### src/rtl/sra_pkg.sv
// ----------------------------------------------------------------------------
// sra_pkg: shared types and constants of the shelf rectangle allocator
// Beat payloads, status and action codes, shelf table sizing.
// ----------------------------------------------------------------------------
`default_nettype none

package sra_pkg;

    // Shelf table sizing
    localparam int unsigned MAX_SHELVES = 64;
    localparam int unsigned SHELF_AW    = $clog2(MAX_SHELVES);
    localparam int unsigned COUNT_W     = $clog2(MAX_SHELVES + 1);

    // Page sizing
    localparam int unsigned INITIAL_PAGE_SIZE = 128;
    localparam int unsigned MAX_PAGE_SIZE     = 4096;

    // Field widths
    localparam int unsigned REQ_W   = 12;           // request width / height
    localparam int unsigned DIM_W   = 13;           // coordinates, page, shelf fields
    localparam int unsigned TOP_W   = DIM_W + 1;    // next shelf top, may pass the limit
    localparam int unsigned ENTRY_W = 3 * DIM_W;    // {top, height, fill}

    // Highest shelf top that still fits a coordinate
    localparam int unsigned TOP_LIMIT = (1 << DIM_W) - 1;

    // floor(h/10) as (h * RECIP10) >> RECIP_SH, exact for 12-bit h
    localparam int unsigned RECIP10  = 6554;
    localparam int unsigned RECIP_SH = 16;

    typedef enum logic
    {
        ACT_ALLOC = 1'b0,
        ACT_CLEAR = 1'b1
    } action_t;

    typedef enum logic [1:0]
    {
        STAT_OK       = 2'd0,
        STAT_FULL     = 2'd1,
        STAT_MAX_SIZE = 2'd2
    } status_t;

    typedef struct packed
    {
        action_t            action;
        logic [REQ_W-1:0]   rect_width;
        logic [REQ_W-1:0]   rect_height;
    } req_t;

    typedef struct packed
    {
        logic [DIM_W-1:0]   pos_x;
        logic [DIM_W-1:0]   pos_y;
        logic [DIM_W-1:0]   page_width;
        logic [DIM_W-1:0]   page_height;
        logic               grew;
        status_t            status;
    } rsp_t;

    typedef struct packed
    {
        logic [DIM_W-1:0]   top;
        logic [DIM_W-1:0]   height;
        logic [DIM_W-1:0]   fill;
    } shelf_t;

endpackage

`default_nettype wire

### src/rtl/sra_chan_if.sv
// ----------------------------------------------------------------------------
// sra_chan_if: request and response channels of the shelf allocator
// Valid/ready channels; a beat moves when valid and ready are both high.
// ----------------------------------------------------------------------------
`default_nettype none

interface sra_req_if;
    logic          valid;
    logic          ready;
    sra_pkg::req_t data;

    modport source (output valid, output data, input ready);
    modport sink   (input valid, input data, output ready);
endinterface

interface sra_rsp_if;
    logic          valid;
    logic          ready;
    sra_pkg::rsp_t data;

    modport source (output valid, output data, input ready);
    modport sink   (input valid, input data, output ready);
endinterface

`default_nettype wire

### src/rtl/sra_ram.sv
// ----------------------------------------------------------------------------
// sra_ram: generic single-clock RAM
// One write port, one read port, read data registered.
// ----------------------------------------------------------------------------
`default_nettype none

module sra_ram #(
    parameter int unsigned WIDTH = 8,
    parameter int unsigned DEPTH = 64
) (
    input  wire logic                     clk,
    input  wire logic                     we,
    input  wire logic [$clog2(DEPTH)-1:0] waddr,
    input  wire logic [WIDTH-1:0]         wdata,
    input  wire logic [$clog2(DEPTH)-1:0] raddr,
    output      logic [WIDTH-1:0]         rdata
);

    logic [WIDTH-1:0] mem [DEPTH];

    // Write port
    always_ff @(posedge clk)
    begin
        if (we)
        begin
            mem[waddr] <= wdata;
        end
    end

    // Registered read port
    always_ff @(posedge clk)
    begin
        rdata <= mem[raddr];
    end

endmodule

`default_nettype wire

### src/rtl/shelf_rect_allocator.sv
// ----------------------------------------------------------------------------
// shelf_rect_allocator: shelf packing allocator for a growing atlas page
// Places rectangles on shelves kept in a shelf table RAM.
// ----------------------------------------------------------------------------
// Usage:
//   req  : one beat per item. action ALLOC places a rect_width x rect_height
//          rectangle; action CLEAR drops every shelf and returns the page to
//          its initial size.
//   rsp  : exactly one beat per request with the position, the page size after
//          the item, the grew flag and a status (ok, table full, page at max).
// Timing:
//   A clear goes straight to the result step. An allocation streams the
//   shelf table RAM one shelf per cycle (one read port, registered read
//   data) and stops at the first shelf that fits; when none fits, a new
//   shelf is opened. One item is in work at a time; req is ready again
//   once the result has moved to the rsp register.
// Reset: empty table, next shelf top 0, page at its initial size. The table
//   RAM is not cleared; only entries below the shelf count are ever read.
// Stall: the rsp register holds its beat while rsp.ready is low; the next
//   request is still taken and worked on, and its result waits until the
//   rsp register is free.
// ----------------------------------------------------------------------------
`default_nettype none

module shelf_rect_allocator (
    input  wire logic clk,
    input  wire logic rst_n,
    sra_req_if.sink   req,
    sra_rsp_if.source rsp
);

    typedef enum logic [3:0]
    {
        ST_IDLE = 4'b0001,
        ST_SCAN = 4'b0010,
        ST_NEW  = 4'b0100,
        ST_DONE = 4'b1000
    } state_t;

    localparam int unsigned AW  = sra_pkg::SHELF_AW;
    localparam int unsigned CW  = sra_pkg::COUNT_W;
    localparam int unsigned DW  = sra_pkg::DIM_W;
    localparam int unsigned RW  = sra_pkg::REQ_W;
    localparam int unsigned TW  = sra_pkg::TOP_W;
    localparam int unsigned PW  = RW + 14;      // width of h * RECIP10
    localparam int unsigned CPW = DW + 3;       // width of the ratio products

    // Control registers
    state_t            state_reg, state_next;
    logic [CW-1:0]     count_reg, count_next;
    logic [TW-1:0]     nst_reg, nst_next;
    logic [DW-1:0]     page_w_reg, page_w_next;
    logic [DW-1:0]     page_h_reg, page_h_next;
    logic [CW-1:0]     rd_idx_reg, rd_idx_next;
    logic              chk_vld_reg, chk_vld_next;
    logic              rsp_valid_reg, rsp_valid_next;

    // Payload registers
    logic [AW-1:0]     chk_idx_reg, chk_idx_next;
    logic [RW-1:0]     w_reg, w_next;
    logic [RW-1:0]     h_reg, h_next;
    logic [DW-1:0]     rh_reg, rh_next;
    sra_pkg::rsp_t     res_reg, res_next;
    sra_pkg::rsp_t     rsp_data_reg, rsp_data_next;

    // Shelf table RAM
    logic              ram_we;
    logic [AW-1:0]     ram_waddr;
    sra_pkg::shelf_t   ram_wdata;
    logic [AW-1:0]     ram_raddr;
    sra_pkg::shelf_t   ram_rdata;

    // Datapath
    logic              req_fire;
    logic [PW-1:0]     h_prod;
    logic [CPW-1:0]    h_x10;
    logic [CPW-1:0]    sh_x7;
    logic [DW:0]       fill_sum;
    logic              hit;
    logic [DW+1:0]     new_bottom;
    logic              grow;
    logic              max_hit;

    sra_ram #(
        .WIDTH (sra_pkg::ENTRY_W),
        .DEPTH (sra_pkg::MAX_SHELVES)
    ) u_shelf_ram (
        .clk   (clk),
        .we    (ram_we),
        .waddr (ram_waddr),
        .wdata (ram_wdata),
        .raddr (ram_raddr),
        .rdata (ram_rdata)
    );

    assign req.ready = (state_reg == ST_IDLE);
    assign req_fire  = req.valid && req.ready;
    assign rsp.valid = rsp_valid_reg;
    assign rsp.data  = rsp_data_reg;

    // New shelf height h + floor(h/10), reciprocal multiply
    assign h_prod = PW'(req.data.rect_height) * PW'(sra_pkg::RECIP10);

    // Fit test of the shelf whose entry is on the read port
    assign h_x10    = (CPW'(h_reg) << 3) + (CPW'(h_reg) << 1);
    assign sh_x7    = (CPW'(ram_rdata.height) << 3) - CPW'(ram_rdata.height);
    assign fill_sum = (DW+1)'(ram_rdata.fill) + (DW+1)'(w_reg);
    assign hit      = chk_vld_reg
                   && (DW'(h_reg) <= ram_rdata.height)
                   && (h_x10 >= sh_x7)
                   && (fill_sum <= (DW+1)'(page_w_reg));

    // New shelf checks
    assign new_bottom = (DW+2)'(nst_reg) + (DW+2)'(rh_reg);
    assign grow       = (new_bottom >= (DW+2)'(page_h_reg))
                     || (DW'(w_reg) >= page_w_reg);
    assign max_hit    = ({page_w_reg, 1'b0} > (DW+1)'(sra_pkg::MAX_PAGE_SIZE))
                     || ({page_h_reg, 1'b0} > (DW+1)'(sra_pkg::MAX_PAGE_SIZE));

    // Next-state logic
    always_comb
    begin
        state_next     = state_reg;
        count_next     = count_reg;
        nst_next       = nst_reg;
        page_w_next    = page_w_reg;
        page_h_next    = page_h_reg;
        rd_idx_next    = rd_idx_reg;
        chk_vld_next   = chk_vld_reg;
        chk_idx_next   = chk_idx_reg;
        w_next         = w_reg;
        h_next         = h_reg;
        rh_next        = rh_reg;
        res_next       = res_reg;
        rsp_valid_next = rsp_valid_reg;
        rsp_data_next  = rsp_data_reg;

        ram_we    = 1'b0;
        ram_waddr = chk_idx_reg;
        ram_wdata = ram_rdata;
        ram_raddr = rd_idx_reg[AW-1:0];

        // rsp register drains on handshake
        if (rsp.ready)
        begin
            rsp_valid_next = 1'b0;
        end

        unique case (state_reg)
            ST_IDLE:
            begin
                if (req_fire)
                begin
                    w_next       = req.data.rect_width;
                    h_next       = req.data.rect_height;
                    rh_next      = DW'(req.data.rect_height)
                                 + DW'(h_prod[PW-1:sra_pkg::RECIP_SH]);
                    rd_idx_next  = '0;
                    chk_vld_next = 1'b0;
                    if (req.data.action == sra_pkg::ACT_CLEAR)
                    begin
                        count_next           = '0;
                        nst_next             = '0;
                        page_w_next          = DW'(sra_pkg::INITIAL_PAGE_SIZE);
                        page_h_next          = DW'(sra_pkg::INITIAL_PAGE_SIZE);
                        res_next.pos_x       = '0;
                        res_next.pos_y       = '0;
                        res_next.page_width  = DW'(sra_pkg::INITIAL_PAGE_SIZE);
                        res_next.page_height = DW'(sra_pkg::INITIAL_PAGE_SIZE);
                        res_next.grew        = 1'b0;
                        res_next.status      = sra_pkg::STAT_OK;
                        state_next           = ST_DONE;
                    end
                    else
                    begin
                        state_next = ST_SCAN;
                    end
                end
            end

            ST_SCAN:
            begin
                priority if (hit)
                begin
                    // First fit: advance the fill, read-modify-write
                    ram_we               = 1'b1;
                    ram_waddr            = chk_idx_reg;
                    ram_wdata.top        = ram_rdata.top;
                    ram_wdata.height     = ram_rdata.height;
                    ram_wdata.fill       = fill_sum[DW-1:0];
                    res_next.pos_x       = ram_rdata.fill;
                    res_next.pos_y       = ram_rdata.top;
                    res_next.page_width  = page_w_reg;
                    res_next.page_height = page_h_reg;
                    res_next.grew        = 1'b0;
                    res_next.status      = sra_pkg::STAT_OK;
                    chk_vld_next         = 1'b0;
                    state_next           = ST_DONE;
                end
                else if (rd_idx_reg < count_reg)
                begin
                    // Stream the next shelf through the read port
                    chk_vld_next = 1'b1;
                    chk_idx_next = rd_idx_reg[AW-1:0];
                    rd_idx_next  = rd_idx_reg + CW'(1);
                end
                else if (chk_vld_reg)
                begin
                    chk_vld_next = 1'b0;
                end
                else
                begin
                    state_next = ST_NEW;
                end
            end

            ST_NEW:
            begin
                res_next.pos_x       = '0;
                res_next.pos_y       = '0;
                res_next.page_width  = page_w_reg;
                res_next.page_height = page_h_reg;
                res_next.grew        = 1'b0;
                state_next           = ST_DONE;
                priority if (count_reg >= CW'(sra_pkg::MAX_SHELVES))
                begin
                    res_next.status = sra_pkg::STAT_FULL;
                end
                else if (nst_reg > TW'(sra_pkg::TOP_LIMIT))
                begin
                    res_next.status = sra_pkg::STAT_MAX_SIZE;
                end
                else if (grow && max_hit)
                begin
                    res_next.status = sra_pkg::STAT_MAX_SIZE;
                end
                else
                begin
                    // Open a shelf, doubling the page first if needed
                    ram_we           = 1'b1;
                    ram_waddr        = count_reg[AW-1:0];
                    ram_wdata.top    = nst_reg[DW-1:0];
                    ram_wdata.height = rh_reg;
                    ram_wdata.fill   = DW'(w_reg);
                    count_next       = count_reg + CW'(1);
                    nst_next         = new_bottom[TW-1:0];
                    if (grow)
                    begin
                        page_w_next = {page_w_reg[DW-2:0], 1'b0};
                        page_h_next = {page_h_reg[DW-2:0], 1'b0};
                    end
                    res_next.pos_y       = nst_reg[DW-1:0];
                    res_next.page_width  = grow ? {page_w_reg[DW-2:0], 1'b0} : page_w_reg;
                    res_next.page_height = grow ? {page_h_reg[DW-2:0], 1'b0} : page_h_reg;
                    res_next.grew        = grow;
                    res_next.status      = sra_pkg::STAT_OK;
                end
            end

            ST_DONE:
            begin
                // Hand the result to the rsp register once it is free
                if (!rsp_valid_reg || rsp.ready)
                begin
                    rsp_valid_next = 1'b1;
                    rsp_data_next  = res_reg;
                    state_next     = ST_IDLE;
                end
            end

            default:
            begin
                state_next = ST_IDLE;
            end
        endcase
    end

    // Control registers
    always_ff @(posedge clk or negedge rst_n)
    begin
        if (!rst_n)
        begin
            state_reg     <= ST_IDLE;
            count_reg     <= '0;
            nst_reg       <= '0;
            page_w_reg    <= DW'(sra_pkg::INITIAL_PAGE_SIZE);
            page_h_reg    <= DW'(sra_pkg::INITIAL_PAGE_SIZE);
            rd_idx_reg    <= '0;
            chk_vld_reg   <= 1'b0;
            rsp_valid_reg <= 1'b0;
        end
        else
        begin
            state_reg     <= state_next;
            count_reg     <= count_next;
            nst_reg       <= nst_next;
            page_w_reg    <= page_w_next;
            page_h_reg    <= page_h_next;
            rd_idx_reg    <= rd_idx_next;
            chk_vld_reg   <= chk_vld_next;
            rsp_valid_reg <= rsp_valid_next;
        end
    end

    // Payload registers
    always_ff @(posedge clk)
    begin
        chk_idx_reg  <= chk_idx_next;
        w_reg        <= w_next;
        h_reg        <= h_next;
        rh_reg       <= rh_next;
        res_reg      <= res_next;
        rsp_data_reg <= rsp_data_next;
    end

    // Assertions
    a_count_bound: assert property (@(posedge clk) disable iff (!rst_n)
        count_reg <= CW'(sra_pkg::MAX_SHELVES))
        else $error("shelf count beyond table depth");

    a_square_page: assert property (@(posedge clk) disable iff (!rst_n)
        page_w_reg == page_h_reg)
        else $error("page lost its square shape");

    a_clear_empties: assert property (@(posedge clk) disable iff (!rst_n)
        (req_fire && (req.data.action == sra_pkg::ACT_CLEAR)) |=>
            (count_reg == '0) && (nst_reg == '0))
        else $error("clear did not empty the shelf table");

    a_write_once: assert property (@(posedge clk) disable iff (!rst_n)
        ram_we |=> (state_reg == ST_DONE) && !ram_we)
        else $error("table written outside the final step of an item");

    a_scan_in_range: assert property (@(posedge clk) disable iff (!rst_n)
        chk_vld_reg |-> (CW'(chk_idx_reg) < count_reg))
        else $error("scan checked an entry beyond the shelf count");

endmodule

`default_nettype wire
### src/flat_wrapper.sv
// flat-port wrapper written by rule: the top's interface ports become plain ports
module shelf_rect_allocator_flat 
  (clk, rst_n, req_valid, req_data, req_ready, rsp_valid, rsp_data, rsp_ready);
  sra_req_if req_i ();
  sra_rsp_if rsp_i ();
  input  wire logic clk;
  input  wire logic rst_n;
  input wire logic [$bits(req_i.valid)-1:0] req_valid;
  input wire logic [$bits(req_i.data)-1:0] req_data;
  output wire logic [$bits(req_i.ready)-1:0] req_ready;
  output wire logic [$bits(rsp_i.valid)-1:0] rsp_valid;
  output wire logic [$bits(rsp_i.data)-1:0] rsp_data;
  input wire logic [$bits(rsp_i.ready)-1:0] rsp_ready;
  assign req_i.valid = req_valid;
  assign req_i.data = req_data;
  assign req_ready = req_i.ready;
  assign rsp_valid = rsp_i.valid;
  assign rsp_data = rsp_i.data;
  assign rsp_i.ready = rsp_ready;
  shelf_rect_allocator u_core (.clk(clk), .rst_n(rst_n), .req(req_i), .rsp(rsp_i));
endmodule
### config.mk
export PLATFORM = sky130hd
export DESIGN_NAME = shelf_rect_allocator_flat
export DESIGN_NICKNAME = d
export VERILOG_FILES = /design/src/rtl/sra_pkg.sv /design/src/rtl/sra_chan_if.sv /design/src/rtl/sra_ram.sv /design/src/rtl/shelf_rect_allocator.sv /design/src/flat_wrapper.sv
export SDC_FILE = /design/constraint.sdc
export NUM_CORES = 2
export LEC_CHECK = 0
export BUFFER_PORTS_ARGS = -buffer_cell sky130_fd_sc_hd__buf_2
export CAP_MARGIN = 20
export CORE_ASPECT_RATIO = 0.6
export CORE_MARGIN = 5
export CORE_UTILIZATION = 45
export CTS_BUF_LIST = sky130_fd_sc_hd__clkbuf_4 sky130_fd_sc_hd__clkbuf_8
export DETAILED_ROUTE_END_ITERATION = 8
export MAX_ROUTING_LAYER = met4
export SETUP_SLACK_MARGIN = 0.5
export SYNTH_ARGS = -nofsm -noshare
export SYNTH_HDL_FRONTEND = slang
export SYNTH_SLANG_ARGS = --single-unit
### constraint.sdc
create_clock -name clk -period 8.7 [get_ports clk]
set_input_delay 0 -clock clk [delete_from_list [all_inputs] [get_ports clk]]
set_output_delay 0 -clock clk [all_outputs]
set_load 0.005 [all_outputs]
==> run metrics <==
status=completed; Worst-Margin Slew=around 1100 ps; Vias=55,400; worst hold-check path type=in -> reg; clock-pin slew on the worst setup and hold paths=~70 ps; syn_nets=around 5,300; MaxCap Viol Count=0; Crit path arrival time=between 7000 and 8000 ps; post-synthesis mux area share=~17%; number of flops mapped to enable cells by yosys=about 2,600; Critical path buffers and inverters=2; Placer Congestion=approximately 0.85; DR iter-0 viols=between 7,000 and 8,000; DRC=0; R2R Path Start=u_core.h_reg[2]; vias per inst=between 6 and 7; worst path cell trace=ha_1, fa_1, a21o_1, a21oi_1, o21bai_1, a21oi_1, o21ai_0, a21o_1, a21oi_1, xnor2_1, ha_1, nand4_1, o31ai_1, a221oi_1, a21bo_2, and4bb_2, a21o_1, nand2_4, buf_4, a211oi_4, buf_4; CP Data Required Time=9320 ps; post-synthesis cell type count=89; Setup crit start kind=register; area occupied by multi-input gates=approximately 28,000 µm²; CTS Root Cell=clkbuf_8; clk_lat worst skew=990 ps; fin crit period=7100 ps; Pint=23.0 mW; ANT nets after route=0; layout cells sized above 1=between 30% and 40%; antenna violations before repair=16; critical path's largest stage delay=940 ps; Tcrit/Tclk final=around four fifths; CP startpoint=u_core.h_reg[2]; most common flop cell mapped by yosys=edfxtp_1; Hold Startpoint=req_data[11]; Worst path slowest cell=a211oi_4; synth cell count leaders=edfxtp_1, mux4_2, ha_1; Final Hold Viols=0; max_slew headroom=approximately 25%; CP Class=reg -> reg; Mapped Area=around 110,000 µm²; Crit Path Max Fanout=40; row count=141; YS warnings=0; die height=between 300 and 400 µm; P_sw=between 8 and 9 mW; largest cells by area after synthesis=edfxtp_1, mux4_2, ha_1; Post-CTS Setup Bufs=0; filler instances=between 15,000 and 20,000; WL per Instance=32.3 µm; vias in the first global route=54,300; max reg flops=2,496; Seq cells post-synth=roughly 2,700; gr usage total=23.5%; CTS H-tree lvls=5; sequential cell area=between 80,000 and 90,000 µm²; largest area contributor in the netlist=edfxtp_1; Buffers on Ports=85; crit end category=register; most frequent cell after synthesis=edfxtp_1; Max Root-Sink Buffers=4; reg-to-reg slack, setup=about 1600 ps; f_max=roughly 0.14 GHz; Final Slew Violations=0; Core Area=around 250,000 µm²; largest net degree at the start of global routing=131; Net Sw Frac=27.5%; Area Overhead vs Synth=12.7%; area share of the largest cell type after synthesis=roughly 70%; Die X=650 µm; Post-Synth XOR/XNOR Area=0.514%; DRT Pass-1 Iters=6; clock sinks=around 2,700; routed wire length=295,000 µm; first-pass GRT wire length=419,000 µm; delay-heaviest family, CP=compound AO/OA/AOI/OAI gates; Avg Inst Size Synth=~22 µm²; Comb power frac=between 10% and 20%; PD cells=~250 nW/µm²; placed cells=around 8,400; Async S/R FF share, synth=under 10%; CTS tree=built; HPWL Detailed=about 170,000 µm; post-synthesis simple-gate area fraction=under 10%; RSZ-0062 raised after global routing=no; nets=between 5,000 and 6,000; Post-Syn Instances=slightly above 5,000; Final Skew=approximately 68 ps; I/O pins=86; Flop pwr share=49.6%; Num CTS Buffers=about 390; grt ovf=0; leakage dissipation=about 39 nW; fin cells=9,142; Final setup violation count=0; clock share of power=a little under a third; die area=between 200,000 and 300,000 µm²; Max VDD drop=around 190 µV; sequential fraction of the synthesis area=73.9%; largest family of logic cells by synthesized area=multiplexers; Starting Density=a little under half; adder-cell share of the synthesized area=~3.2%; post-synthesis compound-gate area fraction=around 2.2%; TNS Setup=0 ps; WHS=roughly 90 ps
[logic make-up after synthesis]
kind of cell,after synthesis
adders and majority gates,255
buffers and inverters,391
and+or+nand+nor,429
AOI/OAI and AO/OA,338
DFF,2748
muxes,837
xor gates and xnor gates,65
[metal layers]
metal	share of wire [%]	vias to the layer above	GRT usage, %
met2	42	2975	31.3
li1	-	22200	-
met3	10	374	5.39
met4	2.0	0	4.80
met1	45	29800	37.1
met5	0	-	-
[layout make-up]
type	count	area share, %
Multi-Input combinational cell	1924	22.5
Timing Repair Buffer	315	2.05
Tap cell	3289	3.30
Antenna cell	4	0.00803
Clock inverter	184	0.884
Clock buffer	516	5.11
Sequential cell	2748	65.6
Inverter	162	0.488
[per-stage QoR]
step	utilization (%)	power [mW]	instance area [µm²]	setup slack, ps
floorplan	-	20.0	111000	1360
global placement	47.5	21.9	117000	1670
detailed placement	47.5	22.0	117000	1710
CTS	50.8	31.9	125000	1650
global route	50.8	33.1	125000	1230
finish	50.8	31.7	125000	1600
[power groups by stage]
| stage | Clock, mW | Sequential [mW] | Combinational [mW] |
|---|---|---|---|
| 2_1_floorplan | 0 | 15.9 | 4.05 |
| 3_3_place_gp | 0 | 16.0 | 5.91 |
| 3_5_place_dp | 0 | 16.0 | 5.98 |
| 4_1_cts | 10.2 | 15.7 | 6.02 |
| 5_1_grt | 10.8 | 15.7 | 6.54 |
| 6_report | 10.0 | 15.7 | 5.99 |
[path summary, 6_finish.rpt]
| path | end | cells after the start |
|---|---|---|
| setup / recovery | u_core.u_shelf_ram.mem[14][28] | 21 |
| hold / removal | u_core.rh_reg[11] | 3 |
| setup reg to reg | u_core.u_shelf_ram.mem[14][28] | 21 |
| hold reg to reg | u_core.rsp.data[4] | 0 |
| max in group asynchronous | u_core.rd_idx_reg[3] | 4 |
| min in group asynchronous | u_core.page_w_reg[6] | 4 |
[what timing repair did]
item                                   4_1_cts  5_1_grt
gates resized for setup                      0        0
hold buffers                                55        0
endpoints found under the hold margin      167        0
[tightest hold or removal path: cells and delay by family]
| family | cells | cell delay (ps) |
|---|---|---|
| buf+inv | 2 | 780 |
| xor+xnor | 1 | 180 |
[cells in the final DEF (no fill, tap or decap), types with 27 or more instances in the layout]
master	instances
edfxtp_1	2649
mux4_2	819
clkbuf_8	400
ha_1	214
inv_1	160
buf_4	153
nand2_1	145
clkbuf_4	117
clkinv_1	107
buf_2	85
a21oi_1	64
dlygate4sd3_1	55
a22o_1	52
clkinv_2	52
dfrtp_1	51
nor2_1	50
xnor2_1	48
nand3_1	43
fa_1	41
dfxtp_1	39
o21ai_0	36
a211oi_4	32
and2_1	31
nor3_1	30
a21o_1	27
(Power assumes the default switching activity.)
